File: config.mk
export PLATFORM = sky130hd
export DESIGN_NAME = mpeg_audio_header_decoder
export DESIGN_NICKNAME = d
export VERILOG_FILES = /design/src/hw/rtl/mahd_pkg.sv /design/src/hw/rtl/mahd_decode.sv /design/src/hw/rtl/mahd_div_cell.sv /design/src/hw/rtl/mpeg_audio_header_decoder.sv
export SDC_FILE = /design/constraint.sdc
export NUM_CORES = 1
export LEC_CHECK = 0
export ABC_AREA = 1
export BUFFER_PORTS_ARGS = -buffer_cell sky130_fd_sc_hd__buf_2
export CORE_ASPECT_RATIO = 1.25
export CORE_MARGIN = 5
export CORE_UTILIZATION = 60
export CTS_BUF_LIST = sky130_fd_sc_hd__clkbuf_4
export CTS_CLUSTER_SIZE = 16
export DETAILED_ROUTE_END_ITERATION = 12
export GPL_TIMING_DRIVEN = 0
export PLACE_DENSITY = 0.77
export SETUP_SLACK_MARGIN = 0.4
export SYNTH_ARGS = -nofsm -noshare
export SYNTH_HDL_FRONTEND = slang
export SYNTH_SLANG_ARGS = --single-unit
File: constraint.sdc
create_clock -name clock -period 8.55 [get_ports clock]
set_input_delay 0.4275 -clock clock [delete_from_list [all_inputs] [get_ports clock]]
set_output_delay 0.4275 -clock clock [all_outputs]
set_load 0.02 [all_outputs]
File: src/hw/rtl/mahd_pkg.sv
// Package for the MPEG audio header decoder: word types, constants and lookup tables.
`timescale 1ns / 1ps

package mahd_pkg;

   localparam int unsigned QUOT_W = 12;
   localparam int unsigned REM_W  = 26;
   localparam int unsigned DIV_W  = 17;

   localparam logic [7:0] SYNC_BYTE    = 8'hff;
   localparam logic [2:0] SYNC_BITS    = 3'b111;
   localparam logic [1:0] VER_MPEG25   = 2'd0;
   localparam logic [1:0] VER_RESERVED = 2'd1;
   localparam logic [1:0] VER_MPEG2    = 2'd2;
   localparam logic [1:0] VER_MPEG1    = 2'd3;
   localparam logic [1:0] LAYER_BITS_RESERVED = 2'd0;
   localparam logic [1:0] LAYER_I   = 2'd0;
   localparam logic [1:0] LAYER_II  = 2'd1;
   localparam logic [1:0] LAYER_III = 2'd2;
   localparam logic [3:0] BRI_BAD   = 4'hf;
   localparam logic [1:0] SRI_BAD   = 2'd3;

   localparam logic [2:0] COL_LSF_L1  = 3'd3;
   localparam logic [2:0] COL_LSF_L23 = 3'd4;

   localparam logic [17:0] MULT_L1  = 18'd12000;
   localparam logic [17:0] MULT_L23 = 18'd144000;
   localparam logic [18:0] KBPS_TO_BPS = 19'd1000;

   localparam logic [10:0] SAMPLES_L1  = 11'd384;
   localparam logic [10:0] SAMPLES_LSF = 11'd576;
   localparam logic [10:0] SAMPLES_STD = 11'd1152;

   typedef struct packed {
      logic              ok;
      logic [1:0]        version;
      logic [1:0]        layer;
      logic [18:0]       bitrate;
      logic [15:0]       srate;
      logic [10:0]       samples;
      logic              pad;
      logic              layer1;
      logic [REM_W-1:0]  rem;
      logic [DIV_W-1:0]  divisor;
      logic [QUOT_W-1:0] quot;
   } item_type;

   function automatic logic [8:0] kbps_lookup(input logic [3:0] bri, input logic [2:0] col);
      logic [8:0] r;
      r = 9'd0;
      case (col)
         3'd0: begin
            r = (bri == 4'hf) ? 9'd0 : 9'({5'd0, bri} * 9'd32);
         end
         3'd1: begin
            case (bri)
               4'd1: r = 9'd32;   4'd2: r = 9'd48;   4'd3: r = 9'd56;
               4'd4: r = 9'd64;   4'd5: r = 9'd80;   4'd6: r = 9'd96;
               4'd7: r = 9'd112;  4'd8: r = 9'd128;  4'd9: r = 9'd160;
               4'd10: r = 9'd192; 4'd11: r = 9'd224; 4'd12: r = 9'd256;
               4'd13: r = 9'd320; 4'd14: r = 9'd384;
               default: r = 9'd0;
            endcase
         end
         3'd2: begin
            case (bri)
               4'd1: r = 9'd32;   4'd2: r = 9'd40;   4'd3: r = 9'd48;
               4'd4: r = 9'd56;   4'd5: r = 9'd64;   4'd6: r = 9'd80;
               4'd7: r = 9'd96;   4'd8: r = 9'd112;  4'd9: r = 9'd128;
               4'd10: r = 9'd160; 4'd11: r = 9'd192; 4'd12: r = 9'd224;
               4'd13: r = 9'd256; 4'd14: r = 9'd320;
               default: r = 9'd0;
            endcase
         end
         3'd3: begin
            case (bri)
               4'd1: r = 9'd32;   4'd2: r = 9'd48;   4'd3: r = 9'd56;
               4'd4: r = 9'd64;   4'd5: r = 9'd80;   4'd6: r = 9'd96;
               4'd7: r = 9'd112;  4'd8: r = 9'd128;  4'd9: r = 9'd144;
               4'd10: r = 9'd160; 4'd11: r = 9'd176; 4'd12: r = 9'd192;
               4'd13: r = 9'd224; 4'd14: r = 9'd256;
               default: r = 9'd0;
            endcase
         end
         3'd4: begin
            case (bri)
               4'd1: r = 9'd8;    4'd2: r = 9'd16;   4'd3: r = 9'd24;
               4'd4: r = 9'd32;   4'd5: r = 9'd40;   4'd6: r = 9'd48;
               4'd7: r = 9'd56;   4'd8: r = 9'd64;   4'd9: r = 9'd80;
               4'd10: r = 9'd96;  4'd11: r = 9'd112; 4'd12: r = 9'd128;
               4'd13: r = 9'd144; 4'd14: r = 9'd160;
               default: r = 9'd0;
            endcase
         end
         default: r = 9'd0;
      endcase
      return r;
   endfunction

   function automatic logic [15:0] srate_lookup(input logic [1:0] sri, input logic [1:0] ver);
      logic [15:0] r;
      r = 16'd0;
      case (sri)
         2'd0: begin
            case (ver)
               VER_MPEG25: r = 16'd11025;
               VER_MPEG2:  r = 16'd22050;
               VER_MPEG1:  r = 16'd44100;
               default:    r = 16'd0;
            endcase
         end
         2'd1: begin
            case (ver)
               VER_MPEG25: r = 16'd12000;
               VER_MPEG2:  r = 16'd24000;
               VER_MPEG1:  r = 16'd48000;
               default:    r = 16'd0;
            endcase
         end
         2'd2: begin
            case (ver)
               VER_MPEG25: r = 16'd8000;
               VER_MPEG2:  r = 16'd16000;
               VER_MPEG1:  r = 16'd32000;
               default:    r = 16'd0;
            endcase
         end
         default: r = 16'd0;
      endcase
      return r;
   endfunction

endpackage

File: src/hw/rtl/mahd_decode.sv
// Front stage: header checks, table lookups, dividend and divisor set-up.
`timescale 1ns / 1ps

module mahd_decode (
   input  logic               clock,
   input  logic               reset,
   input  logic               in_valid,
   output logic               in_ready,
   input  logic [7:0]         byte0,
   input  logic [7:0]         byte1,
   input  logic [7:0]         byte2,
   output logic               out_valid,
   input  logic               out_ready,
   output mahd_pkg::item_type out_item
);

   logic               valid_ff;
   mahd_pkg::item_type item_ff;
   mahd_pkg::item_type item_in;

   logic        hdr_ok;
   logic [1:0]  ver;
   logic [1:0]  lay;
   logic [2:0]  col;
   logic [8:0]  kbps;
   logic [15:0] srate;
   logic        lsf_l3;
   logic [17:0] mult;
   logic [26:0] product;

   always_comb begin
      hdr_ok = (byte0 == mahd_pkg::SYNC_BYTE) && (byte1[7:5] == mahd_pkg::SYNC_BITS)
            && (byte1[4:3] != mahd_pkg::VER_RESERVED)
            && (byte1[2:1] != mahd_pkg::LAYER_BITS_RESERVED)
            && (byte2[7:4] != mahd_pkg::BRI_BAD) && (byte2[3:2] != mahd_pkg::SRI_BAD);
      ver    = byte1[4:3];
      lay    = 2'd3 - byte1[2:1];
      col    = (ver == mahd_pkg::VER_MPEG1) ? {1'b0, lay}
             : ((lay != mahd_pkg::LAYER_I) ? mahd_pkg::COL_LSF_L23 : mahd_pkg::COL_LSF_L1);
      kbps   = mahd_pkg::kbps_lookup(byte2[7:4], col);
      srate  = mahd_pkg::srate_lookup(byte2[3:2], ver);
      lsf_l3 = (lay == mahd_pkg::LAYER_III) && (ver != mahd_pkg::VER_MPEG1);
      mult   = (lay == mahd_pkg::LAYER_I) ? mahd_pkg::MULT_L1 : mahd_pkg::MULT_L23;
      product = 27'(kbps) * 27'(mult);

      item_in = '0;
      if (hdr_ok && (kbps != 9'd0)) begin
         item_in.ok      = 1'b1;
         item_in.version = ver;
         item_in.layer   = lay;
         item_in.bitrate = 19'(kbps) * mahd_pkg::KBPS_TO_BPS;
         item_in.srate   = srate;
         item_in.pad     = byte2[1];
         item_in.layer1  = (lay == mahd_pkg::LAYER_I);
         item_in.samples = (lay == mahd_pkg::LAYER_I) ? mahd_pkg::SAMPLES_L1
                         : (lsf_l3 ? mahd_pkg::SAMPLES_LSF : mahd_pkg::SAMPLES_STD);
         item_in.rem     = product[mahd_pkg::REM_W-1:0];
         item_in.divisor = lsf_l3 ? {srate, 1'b0} : {1'b0, srate};
      end
   end

   assign in_ready  = !valid_ff || out_ready;
   assign out_valid = valid_ff;
   assign out_item  = item_ff;

   always_ff @(posedge clock) begin
      if (reset) begin
         valid_ff <= 1'b0;
      end else if (in_ready) begin
         valid_ff <= in_valid;
      end
   end

   always_ff @(posedge clock) begin
      if (in_ready && in_valid) begin
         item_ff <= item_in;
      end
   end

endmodule

File: src/hw/rtl/mahd_div_cell.sv
// Divider cell: one restoring compare-and-subtract step, settles one quotient bit.
`timescale 1ns / 1ps

module mahd_div_cell #(
   parameter int unsigned BIT = 0
) (
   input  logic               clock,
   input  logic               reset,
   input  logic               in_valid,
   output logic               in_ready,
   input  mahd_pkg::item_type in_item,
   output logic               out_valid,
   input  logic               out_ready,
   output mahd_pkg::item_type out_item
);

   localparam int unsigned CMP_W = mahd_pkg::REM_W + 3;

   logic               valid_ff;
   mahd_pkg::item_type item_ff;
   mahd_pkg::item_type item_in;
   logic [CMP_W-1:0]   rem_x;
   logic [CMP_W-1:0]   div_x;
   logic [CMP_W-1:0]   diff;

   always_comb begin
      rem_x   = CMP_W'(in_item.rem);
      div_x   = CMP_W'(in_item.divisor) << BIT;
      diff    = rem_x - div_x;
      item_in = in_item;
      if (rem_x >= div_x) begin
         item_in.rem       = diff[mahd_pkg::REM_W-1:0];
         item_in.quot[BIT] = 1'b1;
      end
   end

   assign in_ready  = !valid_ff || out_ready;
   assign out_valid = valid_ff;
   assign out_item  = item_ff;

   always_ff @(posedge clock) begin
      if (reset) begin
         valid_ff <= 1'b0;
      end else if (in_ready) begin
         valid_ff <= in_valid;
      end
   end

   always_ff @(posedge clock) begin
      if (in_ready && in_valid) begin
         item_ff <= item_in;
      end
   end

endmodule

File: src/hw/rtl/mpeg_audio_header_decoder.sv
// Top level: MPEG audio frame header decoder, decode stage, divider cell chain, output register.
//
//  channel | dir | bits     | contents
//  req     | in  | 24       | header bytes 0..2
//  rsp     | out | 64 + 1   | decoded header, tuser = header accepted
//
//  One word accepted per cycle while rsp is not stalled; each word passes through the decode register,
//  the chain of 12 divider cells, one quotient bit each, and the output register
//  on its way from req to rsp.
//  Reset clears only the stage valid flags; the chain is empty after reset.
//  A stall on rsp fills the chain one stage at a time; bubbles are squeezed out.
`timescale 1ns / 1ps

module mpeg_audio_header_decoder (
   input  logic        clock,
   input  logic        reset,
   input  logic        req_tvalid,
   output logic        req_tready,
   // [7:0] header_byte0, [15:8] header_byte1, [23:16] header_byte2
   input  logic [23:0] req_tdata,
   output logic        rsp_tvalid,
   input  logic        rsp_tready,
   // [1:0] version_code, [3:2] layer_code, [22:4] bitrate_bps, [38:23] sample_rate_hz,
   // [50:39] frame_bytes, [61:51] frame_samples, [63:62] zero
   output logic [63:0] rsp_tdata,
   // [0] valid_res
   output logic        rsp_tuser
);

   localparam int unsigned NCELL = mahd_pkg::QUOT_W;

   mahd_pkg::item_type chain_item  [NCELL+1];
   logic               chain_valid [NCELL+1];
   logic               chain_ready [NCELL+1];

   logic               rsp_valid_ff;
   logic [63:0]        rsp_data_ff;
   logic               rsp_user_ff;
   logic [63:0]        rsp_data_in;
   logic               out_load;
   logic [11:0]        bytes_raw;
   logic [11:0]        bytes_fin;
   mahd_pkg::item_type last;

   mahd_decode u_decode (
      .clock     (clock),
      .reset     (reset),
      .in_valid  (req_tvalid),
      .in_ready  (req_tready),
      .byte0     (req_tdata[7:0]),
      .byte1     (req_tdata[15:8]),
      .byte2     (req_tdata[23:16]),
      .out_valid (chain_valid[0]),
      .out_ready (chain_ready[0]),
      .out_item  (chain_item[0])
   );

   for (genvar g = 0; g < NCELL; g++) begin : g_cell
      mahd_div_cell #(
         .BIT (NCELL - 1 - g)
      ) u_cell (
         .clock     (clock),
         .reset     (reset),
         .in_valid  (chain_valid[g]),
         .in_ready  (chain_ready[g]),
         .in_item   (chain_item[g]),
         .out_valid (chain_valid[g+1]),
         .out_ready (chain_ready[g+1]),
         .out_item  (chain_item[g+1])
      );
   end

   assign last             = chain_item[NCELL];
   assign chain_ready[NCELL] = !rsp_valid_ff || rsp_tready;
   assign out_load         = chain_ready[NCELL] && chain_valid[NCELL];

   always_comb begin
      bytes_raw   = last.quot + 12'(last.pad);
      bytes_fin   = last.layer1 ? {bytes_raw[9:0], 2'b00} : bytes_raw;
      rsp_data_in = '0;
      if (last.ok) begin
         rsp_data_in[1:0]   = last.version;
         rsp_data_in[3:2]   = last.layer;
         rsp_data_in[22:4]  = last.bitrate;
         rsp_data_in[38:23] = last.srate;
         rsp_data_in[50:39] = bytes_fin;
         rsp_data_in[61:51] = last.samples;
      end
   end

   always_ff @(posedge clock) begin
      if (reset) begin
         rsp_valid_ff <= 1'b0;
      end else if (chain_ready[NCELL]) begin
         rsp_valid_ff <= chain_valid[NCELL];
      end
   end

   always_ff @(posedge clock) begin
      if (out_load) begin
         rsp_data_ff <= rsp_data_in;
         rsp_user_ff <= last.ok;
      end
   end

   assign rsp_tvalid = rsp_valid_ff;
   assign rsp_tdata  = rsp_data_ff;
   assign rsp_tuser  = rsp_user_ff;

endmodule

# Word-level counts from Yosys, hierarchy flattened
# Memories as Yosys holds them, arrays and structs flattened.
# Cells that the tools add are included.
# op_classes
magnitude_cmp	12
bitwise_logic	2
mul	2
n_addsub	13
n_eq_ne	16
reduce_logical	60
muxes	25
# op_table
cell	count
two-way mux 26 bit	11
case mux 16 bit (3 select lines)	3
two-way mux 96 bit	1
subtractor 26 bit	3
case mux 15 bit (3 select lines)	1
case mux 9 bit (5 select lines)	1
>= comparator 26 x 28 -> 1 bit	1
>= comparator 26 x 27 -> 1 bit	1
>= comparator 26 x 17 -> 1 bit	1
>= comparator 26 x 18 -> 1 bit	1
>= comparator 26 x 19 -> 1 bit	1
>= comparator 26 x 20 -> 1 bit	1
>= comparator 26 x 21 -> 1 bit	1
>= comparator 26 x 22 -> 1 bit	1
>= comparator 26 x 23 -> 1 bit	1
>= comparator 26 x 24 -> 1 bit	1
>= comparator 26 x 25 -> 1 bit	1
>= comparator 26 bit	1
multiplier 9 x 18 -> 26 bit	1
subtractor 26 x 18 -> 26 bit	1
subtractor 26 x 19 -> 26 bit	1
subtractor 26 x 20 -> 26 bit	1
subtractor 26 x 21 -> 26 bit	1
subtractor 26 x 22 -> 26 bit	1
32 further kinds	92
# word_totals
romBits	368
out_inout_bits	67
regBits	1360
word_cells	306
mem_count	4
# memory_table
name	words	width	rd	rd_ports_with_merged_regs	write_ports	line_no	text
(no name shown)	16	6	1	0	0	mahd_pkg.sv:56	case (bri)
(no name shown)	16	6	1	0	0	mahd_pkg.sv:66	case (bri)
(no name shown)	16	6	1	0	0	mahd_pkg.sv:76	case (bri)
(no name shown)	16	5	1	0	0	mahd_pkg.sv:86	case (bri)

# Longest topological paths before layout
# logic_depth
word_depth	16
ltp_mapped	31
ltp_nobuf	31

# Cells and area by module
# Synthesis repeated with hierarchy kept, for this count alone.
# hier_totals
cells_unflattened	6805
area_unflattened_um2	70446.3
# modules_own_cells
module	n_inst	seq_area_each_um2	area_each_um2	cells_per_inst
mahd_decode	1	2152.1	6740.2	781
mahd_div_cell (g_cell[11].u_cell)	1	3263.1	5336.4	545
mahd_div_cell (g_cell[8].u_cell)	1	3263.1	5336.4	518
mahd_div_cell (g_cell[9].u_cell)	1	3263.1	5325.1	526
mahd_div_cell (g_cell[10].u_cell)	1	3263.1	5308.8	552
mahd_div_cell (g_cell[7].u_cell)	1	3263.1	5102.4	498
mahd_div_cell (g_cell[5].u_cell)	1	3263.1	5043.6	470
mahd_div_cell (g_cell[3].u_cell)	1	3263.1	5008.6	463
mahd_div_cell (g_cell[6].u_cell)	1	3263.1	4988.5	479
mahd_div_cell (g_cell[2].u_cell)	1	3263.1	4978.5	453
mahd_div_cell (g_cell[4].u_cell)	1	3263.1	4904.7	452
mahd_div_cell (g_cell[1].u_cell)	1	3263.1	4893.4	438
mahd_div_cell (g_cell[0].u_cell)	1	3263.1	4718.3	374
mpeg_audio_header_decoder	1	1911.8	2761.4	256

# Least setup slack after synthesis
# OpenSTA, ideal clock, no wires.
# synth_timing
kind	input port to flip-flop
startpoint	input port rsp_tready
endpoint	register g_cell[8].u_cell.item_ff, in the netlist g_cell[8].u_cell.out_item[100], enable pin
required_ns	7.994
path_slack_ns	3.134
cell_stages	6
path_buffers	0
arrival_time_ns	4.860
setup_ns	0.556
path_cell_list	inv_1 nand3_2 nor2_1 inv_1 nor2_1 a21oi_1
# synth_between
elab_chain_cells	6
# synth_lines
element	line_no	text
start, declared	mpeg_audio_header_decoder.sv:22	input logic rsp_tready,
logical OR 1 bit	mpeg_audio_header_decoder.sv:74	assign chain_ready[NCELL] = !rsp_valid_ff || rsp_tready;
logical OR 1 bit (4 in series)	mahd_div_cell.sv:37	assign in_ready = !valid_ff || out_ready;
logical AND 1 bit	mahd_div_cell.sv:50	if (in_ready && in_valid) begin
end signal, assigned	mahd_div_cell.sv:51	item_ff <= item_in;
end, declared	mahd_div_cell.sv:20	mahd_pkg::item_type item_ff;
# No other way between the ends.
# A chain may end at the register's enable or synchronous reset.

# Worst setup path after layout
# layout_timing
startpoint	input port req_tdata[11]
endpoint	register u_decode.item_ff, in the netlist u_decode.out_item[51] (data pin)
# layout_between
elab_chain_cells	6
elab_cells_between_ends	16
classes_between	mul (1); eq/ne (6); mux (2); reduce/logical (7)
# layout_lines
element	line_no	text
start, declared	mpeg_audio_header_decoder.sv:20	input logic [23:0] req_tdata,
branches (longest 6 deep; another with multiplier 9 x 18 -> 26 bit)	n/a	
end signal, assigned	mahd_decode.sv:76	item_ff <= item_in;
end, declared	mahd_decode.sv:18	mahd_pkg::item_type item_ff;
# Parallel ways; which one is timed is not known.

==> metrics <==
period utilization=0.717; maxcap violations=0; WL per Instance=~17 µm; Worst Path Required=about 9.4 ns; Post-Layout Cell Count=approximately 6,100; CTS resizes=0; Layout Utilization=0.676; Num CTS Buffers=237; Yosys top cell area share=0.621; Crit path arrival time=roughly 7 ns; Post-Syn Area=just over 50,000 µm²; RSZ-0062 raised after global routing=false; run status=finished, final reports clean; Inst Count DP=between 5,000 and 6,000; max frequency=about 160 MHz; final hold vios=0; worst-path maximum fanout=11; Post-synth EDFFs=1,043; critical path's slowest cell=nor3_1; vias post-DR=between 30,000 and 40,000; filler instances=slightly above 6,000; Worst Hold Depth=7; Critical Path Sink Type=flip-flop; PortBufs=77; Critical R2R Launch=g_cell[6].u_cell.out_item[35]; cell repeated most along the worst path=inv_1; initial core utilization=0.607; clk_lat worst skew=around 1.1 ns; die height=about 330 µm; chip width=roughly 270 µm; Initial DRC Count=roughly 1,900; Pwr Density=around 190 nW/µm²; Hold Path Origin=req_tdata[20]; post-route ant nets=0; Worst Tran Pin Value=approximately 0.93 ns; # rows=approximately 120; Setup crit start kind=input port; First-pass DRT Iterations=8; Post-Synthesis Cells=~4,400; WHS Endpoint=u_decode.out_item[91]; Async SR Flop Fraction=0; Worst Reg-to-Reg Cells=9; top-count cell post-synth=edfxtp_1; CTS tree=built; total grt overflow=0; leading area contributor after synthesis=edfxtp_1; HPWL Detailed=between 70,000 and 80,000 µm; # setup viols final=0; Tmin final=between 6 and 7 ns; worst reg2reg path endpoint=g_cell[7].u_cell.out_item[48]; antenna violations before repair=3; synth cell count leaders=1,043 x edfxtp_1, 823 x nand2_1, 588 x inv_1, 321 x nor2_1, 292 x ha_1; worst reg-to-reg setup slack=approximately 5.5 ns; core area=between 80,000 and 90,000 µm²; layout cells sized above 1=0.124; H-tree depth=4; max_slew headroom=0.382; first-pass GRT wire length=around 170,000 µm; Worst Skew=about 0.098 ns; Clock Tree Root=clkbuf_4; Sink Count=~1,100; Top FF cell, synth=edfxtp_1; vias in the first global route=about 34,000; routed wire length=approximately 110,000 µm; Clk pin slew, worst setup/hold paths=around 0.1 ns; Max VDD drop=about 0.18 mV; Area Overhead vs Synth=11.4%; sequential share of the synthesized area=0.627; largest net degree at the start of global routing=80; setup bufs post-CTS=0; clk buf depth=3; GPL Wtd Cong=about 1; kind of critical path=input port to flip-flop; I/O pins=between 90 and 100; Tot GR Track Use=0.237; Yosys warnings=0; post-synthesis register bit count=~1,100; synth top area cells=edfxtp_1 62%, ha_1 7.2%, nand2_1 6.1%; largest stage delay on the critical path=0.54 ns; Final nets=approximately 5,100; Synth cell types=63; die area=roughly 90,000 µm²; syn_area_per_cell=11.4 µm²; drc violations=0; worst hold-check path type=input port to flip-flop; drt via density=about 5.4; Max Slew Vio Count=0; P_leak=0.0229 µW; TNS Setup=0 ns
timing repair:
action                                 4_1_cts  5_1_grt
hold buffers                                18        0
setup endpoints to repair                    0        0
endpoints found under the hold margin      111        0
metal layers:
layer,share of wire,vias to the layer above,GRT usage
met2,0.55,885,0.455
li1,-,16180,-
met4,0.053,2,0.130
met1,0.36,15401,0.244
met5,0.00012,-,0
met3,0.037,341,0.0399
cells by family after synthesis:
family / after synthesis / synth area share
and+or+nand+nor: 1533 / 0.129
DFF: 1057 / 0.627
AOI/OAI and AO/OA: 672 / 0.0750
buffers and inverters: 660 / 0.0530
adders and majority gates: 338 / 0.0907
xor gates and xnor gates: 149 / 0.0259
other: 1 / 0.0000744
through the flow:
step	total power, µW	setup slack [ns]	cell area [µm²]	hold WS, ns
after floorplan	6530	3.13	50500	0.400
after global placement	6750	1.61	52200	0.400
after detailed placement	6760	1.95	52700	0.405
after CTS	10900	2.60	56200	0.0171
after global routing	11300	2.02	56200	0.0947
final	10800	2.42	56200	0.172
critical path: cells and delay by family:
kind                       cells  cell delay [ns]
adders and majority gates      6             2.46
and+or+nand+nor               12             2.09
buffers and inverters          9             1.36
AOI/OAI and AO/OA              3             0.65
layout make-up:
cell class	instances	area, µm²	share of cell area
multi-input cells	2709	16300	0.290
inverters	595	2240	0.0399
clock inverters	98	754	0.0134
diodes	3	7.51	0.000134
repair buffers	115	996	0.0177
well taps	1080	1350	0.0241
flip-flops and latches	1057	31600	0.562
clock buffers	335	2510	0.0448
plain buffers	65	438	0.00780
state kept, by name, summed over array words and instances (netlist names):
name / flops
rsp_tuser: 1
rsp_tdata: 47
g_cell.u_cell.out_valid: 12
g_cell.u_cell.out_item: 924
rsp_tvalid: 1
u_decode.out_valid: 1
u_decode.out_item: 71
how the worst max path moves through the flow:
| stage | startpoint | end | slack, ns | cells after the start |
|---|---|---|---|---|
| after CTS | req_tdata[12] | u_decode.out_item[51] | 2.60 | 30 |
| after global routing | req_tdata[11] | u_decode.out_item[51] | 2.02 | 30 |
| after detailed placement | req_tdata[11] | u_decode.out_item[51] | 1.95 | 29 |
| after floorplan | rsp_tready | g_cell[8].u_cell.out_item[100] | 3.13 | 6 |
| after global placement | rsp_tready | g_cell[8].u_cell.out_item[28] | 1.61 | 7 |
| final | req_tdata[11] | u_decode.out_item[51] | 2.42 | 30 |
cells in the final DEF (no fill, tap or decap), drive strengths merged, types with 4 or more instances in the layout:
cell type / count
a211oi: 5
a21boi: 14
a21o: 23
a21oi: 294
a31oi: 21
and2: 4
and3: 5
buf: 151
bufinv: 7
clkbuf: 346
clkinv: 78
conb: 17
dfxtp: 14
dlygate4sd3: 18
edfxtp: 1043
fa: 46
ha: 292
inv: 608
nand2: 839
nand3: 210
nand3b: 19
nand4: 44
nor2: 323
nor3: 50
nor4: 18
o21a: 16
o21ai: 251
o21bai: 22
o22ai: 12
or2: 19
xnor2: 70
xor2: 79
power by group:
group	leakage [µW]	switching, µW	internal, µW
clock	0.00192	2030	2090
sequential	0.00957	41.7	5720
combinational	0.0114	580	331
Power figures use the tool's default switching activity.
